===== config.mk =====
export PLATFORM = sky130hd
export DESIGN_NAME = slcl_way_sel
export DESIGN_NICKNAME = d
export VERILOG_FILES = /design/src/design/slcl_pkg.sv /design/src/design/slcl_way_sel.sv
export SDC_FILE = /design/constraint.sdc
export NUM_CORES = 1
export LEC_CHECK = 0
export BUFFER_PORTS_ARGS = -buffer_cell sky130_fd_sc_hd__buf_2
export CORE_AREA = 10 10 210 212
export DETAILED_ROUTE_END_ITERATION = 8
export DIE_AREA = 0 0 220 222
export PLACE_DENSITY_LB_ADDON = 0.12
export SLEW_MARGIN = 20
export SYNTH_ARGS = -nofsm -noshare
export SYNTH_HDL_FRONTEND = slang
export SYNTH_SLANG_ARGS = --single-unit

===== constraint.sdc =====
create_clock -name vclk -period 12
set_clock_uncertainty 0.15 [all_clocks]
set_input_delay 2.4 -clock vclk [all_inputs]
set_output_delay 2.4 -clock vclk [all_outputs]
set_load 0.02 [all_outputs]

===== src/design/slcl_pkg.sv =====
// Shared types and constants for the set-associative LRU cache lookup.
// Used by the top level and the way selector; depends on nothing.
`timescale 1ns / 1ps

package slcl_pkg;

  localparam int ADDR_W       = 32;
  localparam int TAG_W        = 32;
  localparam int STAMP_W      = 32;
  localparam int CNT_W        = 32;
  localparam int WAY_FIELD_W  = 3;
  localparam int WAY_LEAVES   = 2 ** WAY_FIELD_W;
  localparam int WAY_CNT_W    = WAY_FIELD_W + 1;
  localparam int OFFSET_W     = 5;
  localparam int INDEX_BITS_W = 4;
  localparam int WAYS_LOG2_W  = 2;
  localparam int SHAMT_W      = 6;

  localparam int CFG_IDX_W    = 2;
  localparam int CFG_DATA_W   = 5;

  localparam logic [CFG_IDX_W-1:0] REG_OFFSET_BITS = 2'd0;
  localparam logic [CFG_IDX_W-1:0] REG_INDEX_BITS  = 2'd1;
  localparam logic [CFG_IDX_W-1:0] REG_WAYS_LOG2   = 2'd2;

  localparam logic [OFFSET_W-1:0]     OFFSET_BITS_RST = 5'd4;
  localparam logic [INDEX_BITS_W-1:0] INDEX_BITS_RST  = 4'd6;
  localparam logic [WAYS_LOG2_W-1:0]  WAYS_LOG2_RST   = 2'd2;

  localparam int OUT_FIELDS_W = 1 + WAY_FIELD_W + 2 * CNT_W;
  localparam int OUT_DATA_W   = ((OUT_FIELDS_W + 7) / 8) * 8;
  localparam int OUT_PAD_W    = OUT_DATA_W - OUT_FIELDS_W;

  typedef struct packed {
    logic                   hit;
    logic [WAY_FIELD_W-1:0] way;
  } sel_t;

endpackage


===== src/design/slcl_way_sel.sv =====
// Way selection for one set row: tag match over the active ways and an LRU
// victim search as a three-level compare tree. Uses slcl_pkg.
`timescale 1ns / 1ps

module slcl_way_sel #(
  parameter int MAX_WAYS = 8
) (
  input  logic [MAX_WAYS-1:0]                  valid,
  input  logic [MAX_WAYS*slcl_pkg::STAMP_W-1:0] stamps,
  input  logic [MAX_WAYS*slcl_pkg::TAG_W-1:0]   tags,
  input  logic [slcl_pkg::TAG_W-1:0]            tag,
  input  logic [slcl_pkg::WAY_CNT_W-1:0]        way_cnt,
  output slcl_pkg::sel_t                        sel
);

  import slcl_pkg::*;

  localparam int KEY_W = STAMP_W + 1;

  logic                   hit;
  logic [WAY_FIELD_W-1:0] hit_way;
  logic [KEY_W-1:0]       key0 [WAY_LEAVES];
  logic [KEY_W-1:0]       key1 [WAY_LEAVES/2];
  logic [WAY_FIELD_W-1:0] idx1 [WAY_LEAVES/2];
  logic [KEY_W-1:0]       key2 [WAY_LEAVES/4];
  logic [WAY_FIELD_W-1:0] idx2 [WAY_LEAVES/4];
  logic [WAY_FIELD_W-1:0] victim;

  always_comb begin
    hit     = 1'b0;
    hit_way = '0;
    for (int w = MAX_WAYS - 1; w >= 0; w--) begin
      if (valid[w] && (tags[w*TAG_W +: TAG_W] == tag) && (WAY_CNT_W'(w) < way_cnt)) begin
        hit     = 1'b1;
        hit_way = WAY_FIELD_W'(w);
      end
    end
  end

  // Ways outside the active range get a key above any real stamp.
  for (genvar g = 0; g < WAY_LEAVES; g++) begin : g_leaf
    if (g < MAX_WAYS) begin : g_live
      assign key0[g] = (WAY_CNT_W'(g) < way_cnt) ? {1'b0, stamps[g*STAMP_W +: STAMP_W]}
                                                 : {1'b1, {STAMP_W{1'b1}}};
    end else begin : g_pad
      assign key0[g] = {1'b1, {STAMP_W{1'b1}}};
    end
  end

  // The higher way wins on equal keys, so ties go to the highest way.
  always_comb begin
    for (int n = 0; n < WAY_LEAVES / 2; n++) begin
      if (key0[2*n+1] <= key0[2*n]) begin
        key1[n] = key0[2*n+1];
        idx1[n] = WAY_FIELD_W'(2*n+1);
      end else begin
        key1[n] = key0[2*n];
        idx1[n] = WAY_FIELD_W'(2*n);
      end
    end
    for (int n = 0; n < WAY_LEAVES / 4; n++) begin
      if (key1[2*n+1] <= key1[2*n]) begin
        key2[n] = key1[2*n+1];
        idx2[n] = idx1[2*n+1];
      end else begin
        key2[n] = key1[2*n];
        idx2[n] = idx1[2*n];
      end
    end
    if (key2[1] <= key2[0]) begin
      victim = idx2[1];
    end else begin
      victim = idx2[0];
    end
  end

  assign sel.hit = hit;
  assign sel.way = hit ? hit_way : victim;

endmodule


# Word level (Yosys, flattened, before mapping)
# Index checks and enable logic that the tools add are counted.
[totals] inputBits=556 regBits=0
[op_classes] mux=38 n_reduce_logical=16 n_eq_ne=8 n_lt_le_gt_ge=15
[ops] op="33-bit two-way mux" n=14
[ops] op="32-bit == test" n=8
[ops] op="33-bit less-or-equal comparator" n=7
[ops] op="3-bit two-way mux" n=12
[ops] op="1-bit logical AND" n=16
[ops] op="3-bit by 4-bit < comparator with 1-bit output (first input constant)" n=4
[ops] op="1-bit two-way mux" n=12
[ops] op="1-bit by 4-bit < comparator with 1-bit output (first input constant)" n=2
[ops] op="2-bit by 4-bit < comparator with 1-bit output (first input constant)" n=2

# Longest topological paths before layout
# Gate-level depths: netlist of the first run.
[depth] word_depth=12 mapped_depth=38

# Worst setup path after synthesis of the first run
# OpenSTA, ideal clock, no wires.
[synth_timing] path_kind="input port to output port" start="in way_cnt[3] (netlist name)" end="out sel[0] (netlist name)" path_stages=33 arrival_time_ns=9.522 path_buffers=7 slack_ns=-0.072 path_cell_list="buf_2 > or3_1 > clkbuf_1 > nor2_1 > clkbuf_1 > nor2_1 > ha_1 > nand4_1 > or4_1 > nor3_1 > and3_1 > a21o_1 > buf_6 > buf_6 > mux2_2 > ha_1 > and4_1 > and4_1 > a221oi_1 > o211ai_1 > a21oi_1 > a31o_2 > clkbuf_1 > clkbuf_1 > a21oi_1 > ha_1 > nand4_1 > nor4_1 > o21a_1 > o21ai_0 > a21oi_1 > mux2_2 > o21ai_2"
[synth_lines] element="start, declared" line="slcl_way_sel.sv:12" text="input logic [slcl_pkg::WAY_CNT_W-1:0] way_cnt,"
[synth_lines] element="end, declared" line="slcl_way_sel.sv:13" text="output slcl_pkg::sel_t sel"

==> metrics.csv, run 1 <==
metric,value,unit
status,finished with violations,
violations,setup timing,
synth_fp_nets,2708,
crit_required,9.45,ns
end_kind,output port,
synth.avg_cell_area,6.63,um^2
worstHoldPathType,in2out,
dr_total_vias,17339,
final-max-slew-violation-count,0,
seq_cells,0,
place_congestion,1.04,
synth_commonest_cells,"nor2_1, ha_1, a21oi_1",
arrival,9.58,ns
yosysWarnings,0,
rsz0062_at_grt,yes,
hold_violations,0,
dpl.hpwl,68.4,mm
die_w,220,um
coreArea,39600,um^2
final-setup-viol-count,3,
antenna_found_initial,21,
dp_cells,3168,
period_minus_slack,12.13,ns
drv_cap,0,
cp_slowest_cell,or3_4,
dr.pass1.iters,7,
synth_cell_type_count,64,
p_total,1.52,mW
multiInputGateArea,12700,um^2
wire_per_inst,24.2,um
final_antenna_net_count,0,
top_layer,met5,
post-route-util,0.498,
wl_met3,4.46,mm
wl_met2,41.0,mm
area_delta_synth_final,54.8,%
yosysSeqAreaShare,0,
peakVddDrop,0.0447,mV
worstSetupPathType,in2out,
synth_area_leaders,"ha_1, nor2_1, xor2_1",
portBuffers,560,
chipHeight,222,um
tns,-0.267,ns
wl,78.7,mm
fillers,4095,
remaining_drc_errors,0,
fin_hold_ws,5.25,ns
ios,560,
worst_path_largest_cell_delay,0.42,ns
clkbuf_count,0,
vias_per_cell,5.34,
p_leak,9.66,nW
grt_usage,0.303,
fin_cells,3249,
crit_top_cell,buf_12,
yosys.area.top_type_share,0.226,
fmax,0.0825,GHz
maxSlewHeadroom,0.544,
netlist_area,12700,um^2
rows,73,
critPathLaunchType,input port,
p_per_area,77.1,nW/um^2
synthCells,1922,
grt_pass1_wl,113,mm
finalCritPeriodShare,1.01,
yosysMostFrequentCell,nor2_1,
initial_core_util,0.322,
final_layout_size_suffix_gt1_frac,0.400,
die-area,48800,um^2
fin_nets,3497,
first_iter_violations,1098,
seqCellArea,0,um^2
wl_met1,29.9,mm
worstMarginPinSlew,0.678,ns
gr-total-overflow,0,
grt_start_max_net_pins,36,
cp_max_fo,7,
grt_pass1_vias,18422,
postCtsHoldBufs,0,
worst_slack,-0.128,ns
yosys.area.top_type,ha_1,
[through the flow]
step	instance area [um^2]	worst slack, ns
after floorplan	12700	0.0135
after global placement	17900	-0.958
after detailed placement	17900	-0.997
after CTS	19100	0.00450
after global routing	19700	-0.374
final	19700	-0.128
[path summary, 6_finish.rpt]
path,startpoint,to,slack [ns],cells past startpoint
max,way_cnt[3],sel[0],-0.13,37
min,tags[19],sel[0],5.25,6
[logic make-up (layout without fill, tap and decap cells)]
family                     Yosys count  after routing  synth area share
buffers and inverters              245           1031            0.0781
xor gates and xnor gates           249            249             0.171
AOI/OAI and AO/OA                  306            307             0.139
muxes                               99             99            0.0865
other                                0             15                 0
and+or+nand+nor                    793            793             0.299
adders and majority gates          230            230             0.226
[metal layers]
metal  global-route usage  up-vias
li1                     -     8372
met1                0.335     8120
met3               0.0364      150
met5                    0        -
met2                0.567      691
met4                0.117        6
[repair_timing]
item / 4_1_cts / 5_1_grt
pin swaps: 56 / 57
resized for setup: 139 / 79
gates cloned: 7 / 1
hold endpoints to repair: 0 / 0
endpoints found under the setup margin: 3 / 3
setup buffers: 32 / 31
[placed cells by master (no fill, tap or decap), types with 27 or more instances in the layout]
cell type / instances
a21oi_1: 129
xor2_1: 130
mux2_4: 27
buf_2: 555
buf_12: 27
nor2_1: 321
inv_1: 145
mux2_2: 38
buf_4: 272
nor4_1: 58
o21ai_0: 58
xnor2_1: 119
ha_1: 205
nor3_1: 37
mux2i_1: 29
nand2_1: 133
nand3_1: 36
nand4_1: 75
[area by class of cell]
class,count,area share
repair buffers,882,0.293
multi-input cells,1678,0.643
inverters,149,0.0285
well taps,525,0.0333
diodes,15,0.00190
[critical path, delay by kind of cell]
kind | cells | cell delay, ns
AND/OR/NAND/NOR | 13 | 2.45
buffers and inverters | 9 | 1.23
multiplexers | 2 | 0.70
AO/OA/AOI/OAI | 10 | 1.92
adder cells (fa/ha/maj) | 3 | 0.86
[report_power, final]
group / total, mW / internal, mW / switching (mW)
sequential: 0 / 0 / 0
combinational: 1.52 / 0.734 / 0.788
clock: 0.000000169 / 0.000000169 / 0
Power figures use the tool's default switching activity.
==> run 2, diff against run 1 <==
--- a/config.mk
+++ b/config.mk
@@ -9,7 +9,9 @@
 export CORE_AREA = 10 10 210 212
 export DETAILED_ROUTE_END_ITERATION = 8
 export DIE_AREA = 0 0 220 222
+export MAX_ROUTING_LAYER = met4
 export PLACE_DENSITY_LB_ADDON = 0.12
+export SETUP_SLACK_MARGIN = 0.02
 export SLEW_MARGIN = 20
 export SYNTH_ARGS = -nofsm -noshare
 export SYNTH_HDL_FRONTEND = slang
==> run 2 against run 1 <==
The flow still finishes with violations (setup timing). First-iteration DRC count is 30% higher. Final area up 2.2%. Sequential share of layout area is the same. Critical path depth rose by 4. Flip-flop and latch count stayed put. Non-clock buffer count up 43. Core utilization grew 1.1 points. Fmax hardly changed. Die area unchanged. Via count grew 2.7%. Wire length is 0.68% higher. Critical path type unchanged.
==> metrics.csv, run 2 (synthesized netlist as in run 1, its figures left out) <==
metric,value,unit
final_layout_size_suffix_gt1_frac,0.418,
dp_cells,3200,
p_leak,9.86,nW
gr-total-overflow,0,
initial_core_util,0.322,
fin_nets,3540,
violations,setup timing,
crit_required,9.45,ns
remaining_drc_errors,0,
critPathLaunchType,input port,
ios,560,
crit_top_cell,buf_4,
wl_met1,30.1,mm
grt_start_max_net_pins,31,
seqCellArea,0,um^2
dpl.hpwl,68.4,mm
first_iter_violations,1428,
rows,73,
die_w,220,um
final_cell_mix,"buf_2, buf_4, nor2_1",
design_area,20200,um^2
dr_total_vias,17808,
worstHoldPathType,in2out,
dr.pass1.iters,7,
grt_pass1_wl,112,mm
p_per_area,77.7,nW/um^2
end_kind,output port,
arrival,9.59,ns
seq_cells,0,
crit_buf_inv,15,
worstSetupPathType,in2out,
p_total,1.57,mW
peakVddDrop,0.0416,mV
post-route-util,0.509,
vias_per_cell,5.42,
drv_cap,0,
final-setup-viol-count,3,
grt_pass1_vias,18469,
final-max-slew-violation-count,0,
wl,79.2,mm
final_antenna_net_count,0,
worstMarginPinSlew,0.676,ns
rsz0062_at_grt,yes,
worst_path_largest_cell_delay,0.40,ns
worst_slack,-0.136,ns
fillers,4112,
antenna_found_initial,18,
coreArea,39600,um^2
top_layer,met4,
hold_violations,0,
final_common_cell,buf_2,
fmax,0.0824,GHz
fin_cells,3287,
maxSlewHeadroom,0.545,
status,finished with violations,
wl_met2,41.6,mm
chipHeight,222,um
cp_max_fo,9,
portBuffers,560,
grt_usage,0.309,
wl_met3,4.25,mm
die-area,48800,um^2
area_delta_synth_final,58.3,%
clkbuf_count,0,
place_congestion,1.02,
critical_path.top_delay_family,simple AND/OR/NAND/NOR gates,
cp_slowest_cell,or3_4,
period_minus_slack,12.14,ns
wire_per_inst,24.1,um
finalCritPeriodShare,1.01,
placed_area,18200,um^2
run 2: routing by layer:
layer / vias to the layer above / global-route usage
met5: - / -
met4: 0 / 0.107
met3: 168 / 0.0289
met2: 765 / 0.573
met1: 8436 / 0.332
li1: 8439 / -
run 2: metrics by stage:
stage	setup TNS, ns	setup WS (ns)	hold WS (ns)
after floorplan	0	0.0205	4.96
after CTS	0	0.0152	5.27
final	-0.284	-0.136	5.28
after global placement	-2.31	-0.915	5.34
after detailed placement	-2.51	-1.02	5.32
after global routing	-1.11	-0.400	5.30
run 2: layout make-up:
cell class	instances	area (um^2)	area share
diodes	10	25.0	0.00124
inverters	149	563	0.0279
multi-input cells	1678	12800	0.634
well taps	525	657	0.0326
repair buffers	925	6130	0.304
run 2: power by group:
part / internal [mW] / leakage, nW / total [mW] / switching (mW)
logic: 0.760 / 9.86 / 1.57 / 0.807
registers: 0 / 0 / 0 / 0
clock network: 0.000000112 / 0.0000634 / 0.000000112 / 0
total: 0.760 / 9.86 / 1.57 / 0.807
run 2: timing repair:
| item | CTS | global route |
|---|---|---|
| endpoints found under the setup margin | 3 | 3 |
| pin swaps | 42 | 70 |
| hold buffers | 0 | 0 |
| gates cloned | 9 | 3 |
| resized for setup | 114 | 130 |
| buffers inserted | 37 | 29 |
run 2: final timing paths:
path                    from  endpoint  depth (start not counted)
hold / removal      tags[19]    sel[0]                          6
setup / recovery  way_cnt[3]    sel[0]                         41
==> run 3, diff against run 2 <==
--- a/config.mk
+++ b/config.mk
@@ -6,9 +6,9 @@
 export NUM_CORES = 1
 export LEC_CHECK = 0
 export BUFFER_PORTS_ARGS = -buffer_cell sky130_fd_sc_hd__buf_2
-export CORE_AREA = 10 10 210 212
+export CORE_AREA = 10 10 212 214
 export DETAILED_ROUTE_END_ITERATION = 8
-export DIE_AREA = 0 0 220 222
+export DIE_AREA = 0 0 222 224
 export MAX_ROUTING_LAYER = met4
 export PLACE_DENSITY_LB_ADDON = 0.12
 export SETUP_SLACK_MARGIN = 0.02
==> constraint.sdc (replaced) <==
create_clock -name vclk -period 13.1
set_clock_uncertainty 0.15 [all_clocks]
set_input_delay 2.62 -clock vclk [all_inputs]
set_output_delay 2.62 -clock vclk [all_outputs]
set_load 0.02 [all_outputs]
==> run 3 against run 2 <==
First-iteration DRC count shrank 29%. Setup slack gained 0.46 ns. Critical path type unchanged. The flow now finishes without violations. Sequential share of layout area is the same. Count of clock-buffer cells in the layout unchanged. Flip-flop and latch count did not move. Total power decreased by 28%. Wire length shrank 5.7%.
==> metrics.csv, run 3 (synthesized netlist as in run 1, its figures left out) <==
metric,value,unit
end_kind,output port,
hold_end,sel[0],
grt_usage,0.287,
final_common_cell,buf_2,
dr.pass1.iters,5,
wl,74.7,mm
antenna_found_initial,17,
final_cell_mix,"buf_2, nor2_1, ha_1",
worstHoldPathType,in2out,
portBuffers,560,
final_layout_size_suffix_gt1_frac,0.318,
chipHeight,224,um
worstSetupPathType,in2out,
hold_violations,0,
final-max-slew-violation-count,0,
seqCellArea,0,um^2
finalCritPeriodShare,0.975,
grt_start_max_net_pins,36,
fillers,4402,
placed_area,16900,um^2
clkbuf_count,0,
die-area,49700,um^2
design_area,17300,um^2
drv_cap,0,
vias_per_cell,5.36,
maxSlewHeadroom,0.481,
final_antenna_net_count,0,
dr_total_vias,16474,
cp_slowest_cell,or4_1,
ios,560,
final-setup-viol-count,0,
dpl.hpwl,66.3,mm
gr-total-overflow,0,
seq_cells,0,
period_minus_slack,12.77,ns
die_w,222,um
status,completed,
p_per_area,65.4,nW/um^2
place_congestion,1.00,
area_delta_synth_final,35.5,%
rsz0062_at_grt,no,
initial_core_util,0.314,
coreArea,40600,um^2
postCtsHoldBufs,0,
worst_path_largest_cell_delay,0.62,ns
arrival,10.00,ns
hp-start,tags[19],
peakVddDrop,0.0655,mV
critPathLaunchType,input port,
fin_hold_ws,5.75,ns
fmax,0.0783,GHz
fin_nets,3316,
cp_max_fo,17,
p_leak,8.47,nW
grt_pass1_wl,107,mm
crit_required,10.33,ns
multiInputGateArea,12000,um^2
rows,74,
worstMarginPinSlew,0.772,ns
wire_per_inst,24.3,um
hold_depth,6,
first_iter_violations,1018,
crit_top_cell,buf_4,
grt_pass1_vias,17659,
remaining_drc_errors,0,
==> run 3: worst max path at each step <==
stage | start | end | slack [ns] | depth (start not counted)
final | way_cnt[2] | sel[2] | 0.33 | 35
after CTS | way_cnt[3] | sel[0] | 0.1 | 37
after detailed placement | way_cnt[3] | sel[0] | -0.19 | 36
after global placement | way_cnt[3] | sel[0] | -0.08 | 36
after global routing | way_cnt[1] | sel[2] | 0.03 | 37
after floorplan | way_cnt[3] | sel[0] | 0.59 | 33
==> run 3: layer usage <==
metal / global-route usage / vias up / wire length [um]
li1: - / 8003 / -
met1: 0.307 / 7756 / 29200
met2: 0.542 / 590 / 39400
met3: 0.0276 / 125 / 3330
met4: 0.0941 / 0 / 2770
met5: - / - / 0
==> run 3: metrics by stage <==
step | total power [mW] | setup TNS [ns] | cells | utilization | worst slack [ns]
6_report | 1.13 | 0 | 3071 | 0.426 | 0.326
5_1_grt | 1.25 | 0 | 3070 | 0.426 | 0.0257
4_1_cts | 1.10 | 0 | 3043 | 0.417 | 0.0997
3_5_place_dp | 1.09 | -0.444 | 3041 | 0.416 | -0.195
3_3_place_gp | 1.09 | -0.150 | 3041 | 0.416 | -0.0774
2_1_floorplan | 0.645 | 0 | 1922 | - | 0.588
==> run 3: layout make-up <==
cell class / count / area share
multi-input cells: 1679 / 0.693
repair buffers: 700 / 0.234
well taps: 532 / 0.0385
inverters: 149 / 0.0326
diodes: 11 / 0.00159
==> run 3: power by group <==
part           switching (mW)  leakage (nW)  internal (mW)
logic                   0.635          8.47          0.494
registers                   0             0              0
clock network               0     0.0000697    0.000000113
==> run 3: timing repair <==
item / in CTS / in global routing
gates cloned: 1 / 4
buffers inserted: 1 / 13
resized for setup: 6 / 37
endpoints found under the setup margin: 3 / 3
pin swaps: 0 / 11
==> run 3: critical path: cells and delay by family <==
| family | cells | cell delay, ns |
|---|---|---|
| and+or+nand+nor | 11 | 2.52 |
| muxes | 1 | 0.35 |
| adders and majority gates | 3 | 0.89 |
| buffers and inverters | 7 | 1.22 |
| AOI/OAI and AO/OA | 13 | 2.38 |
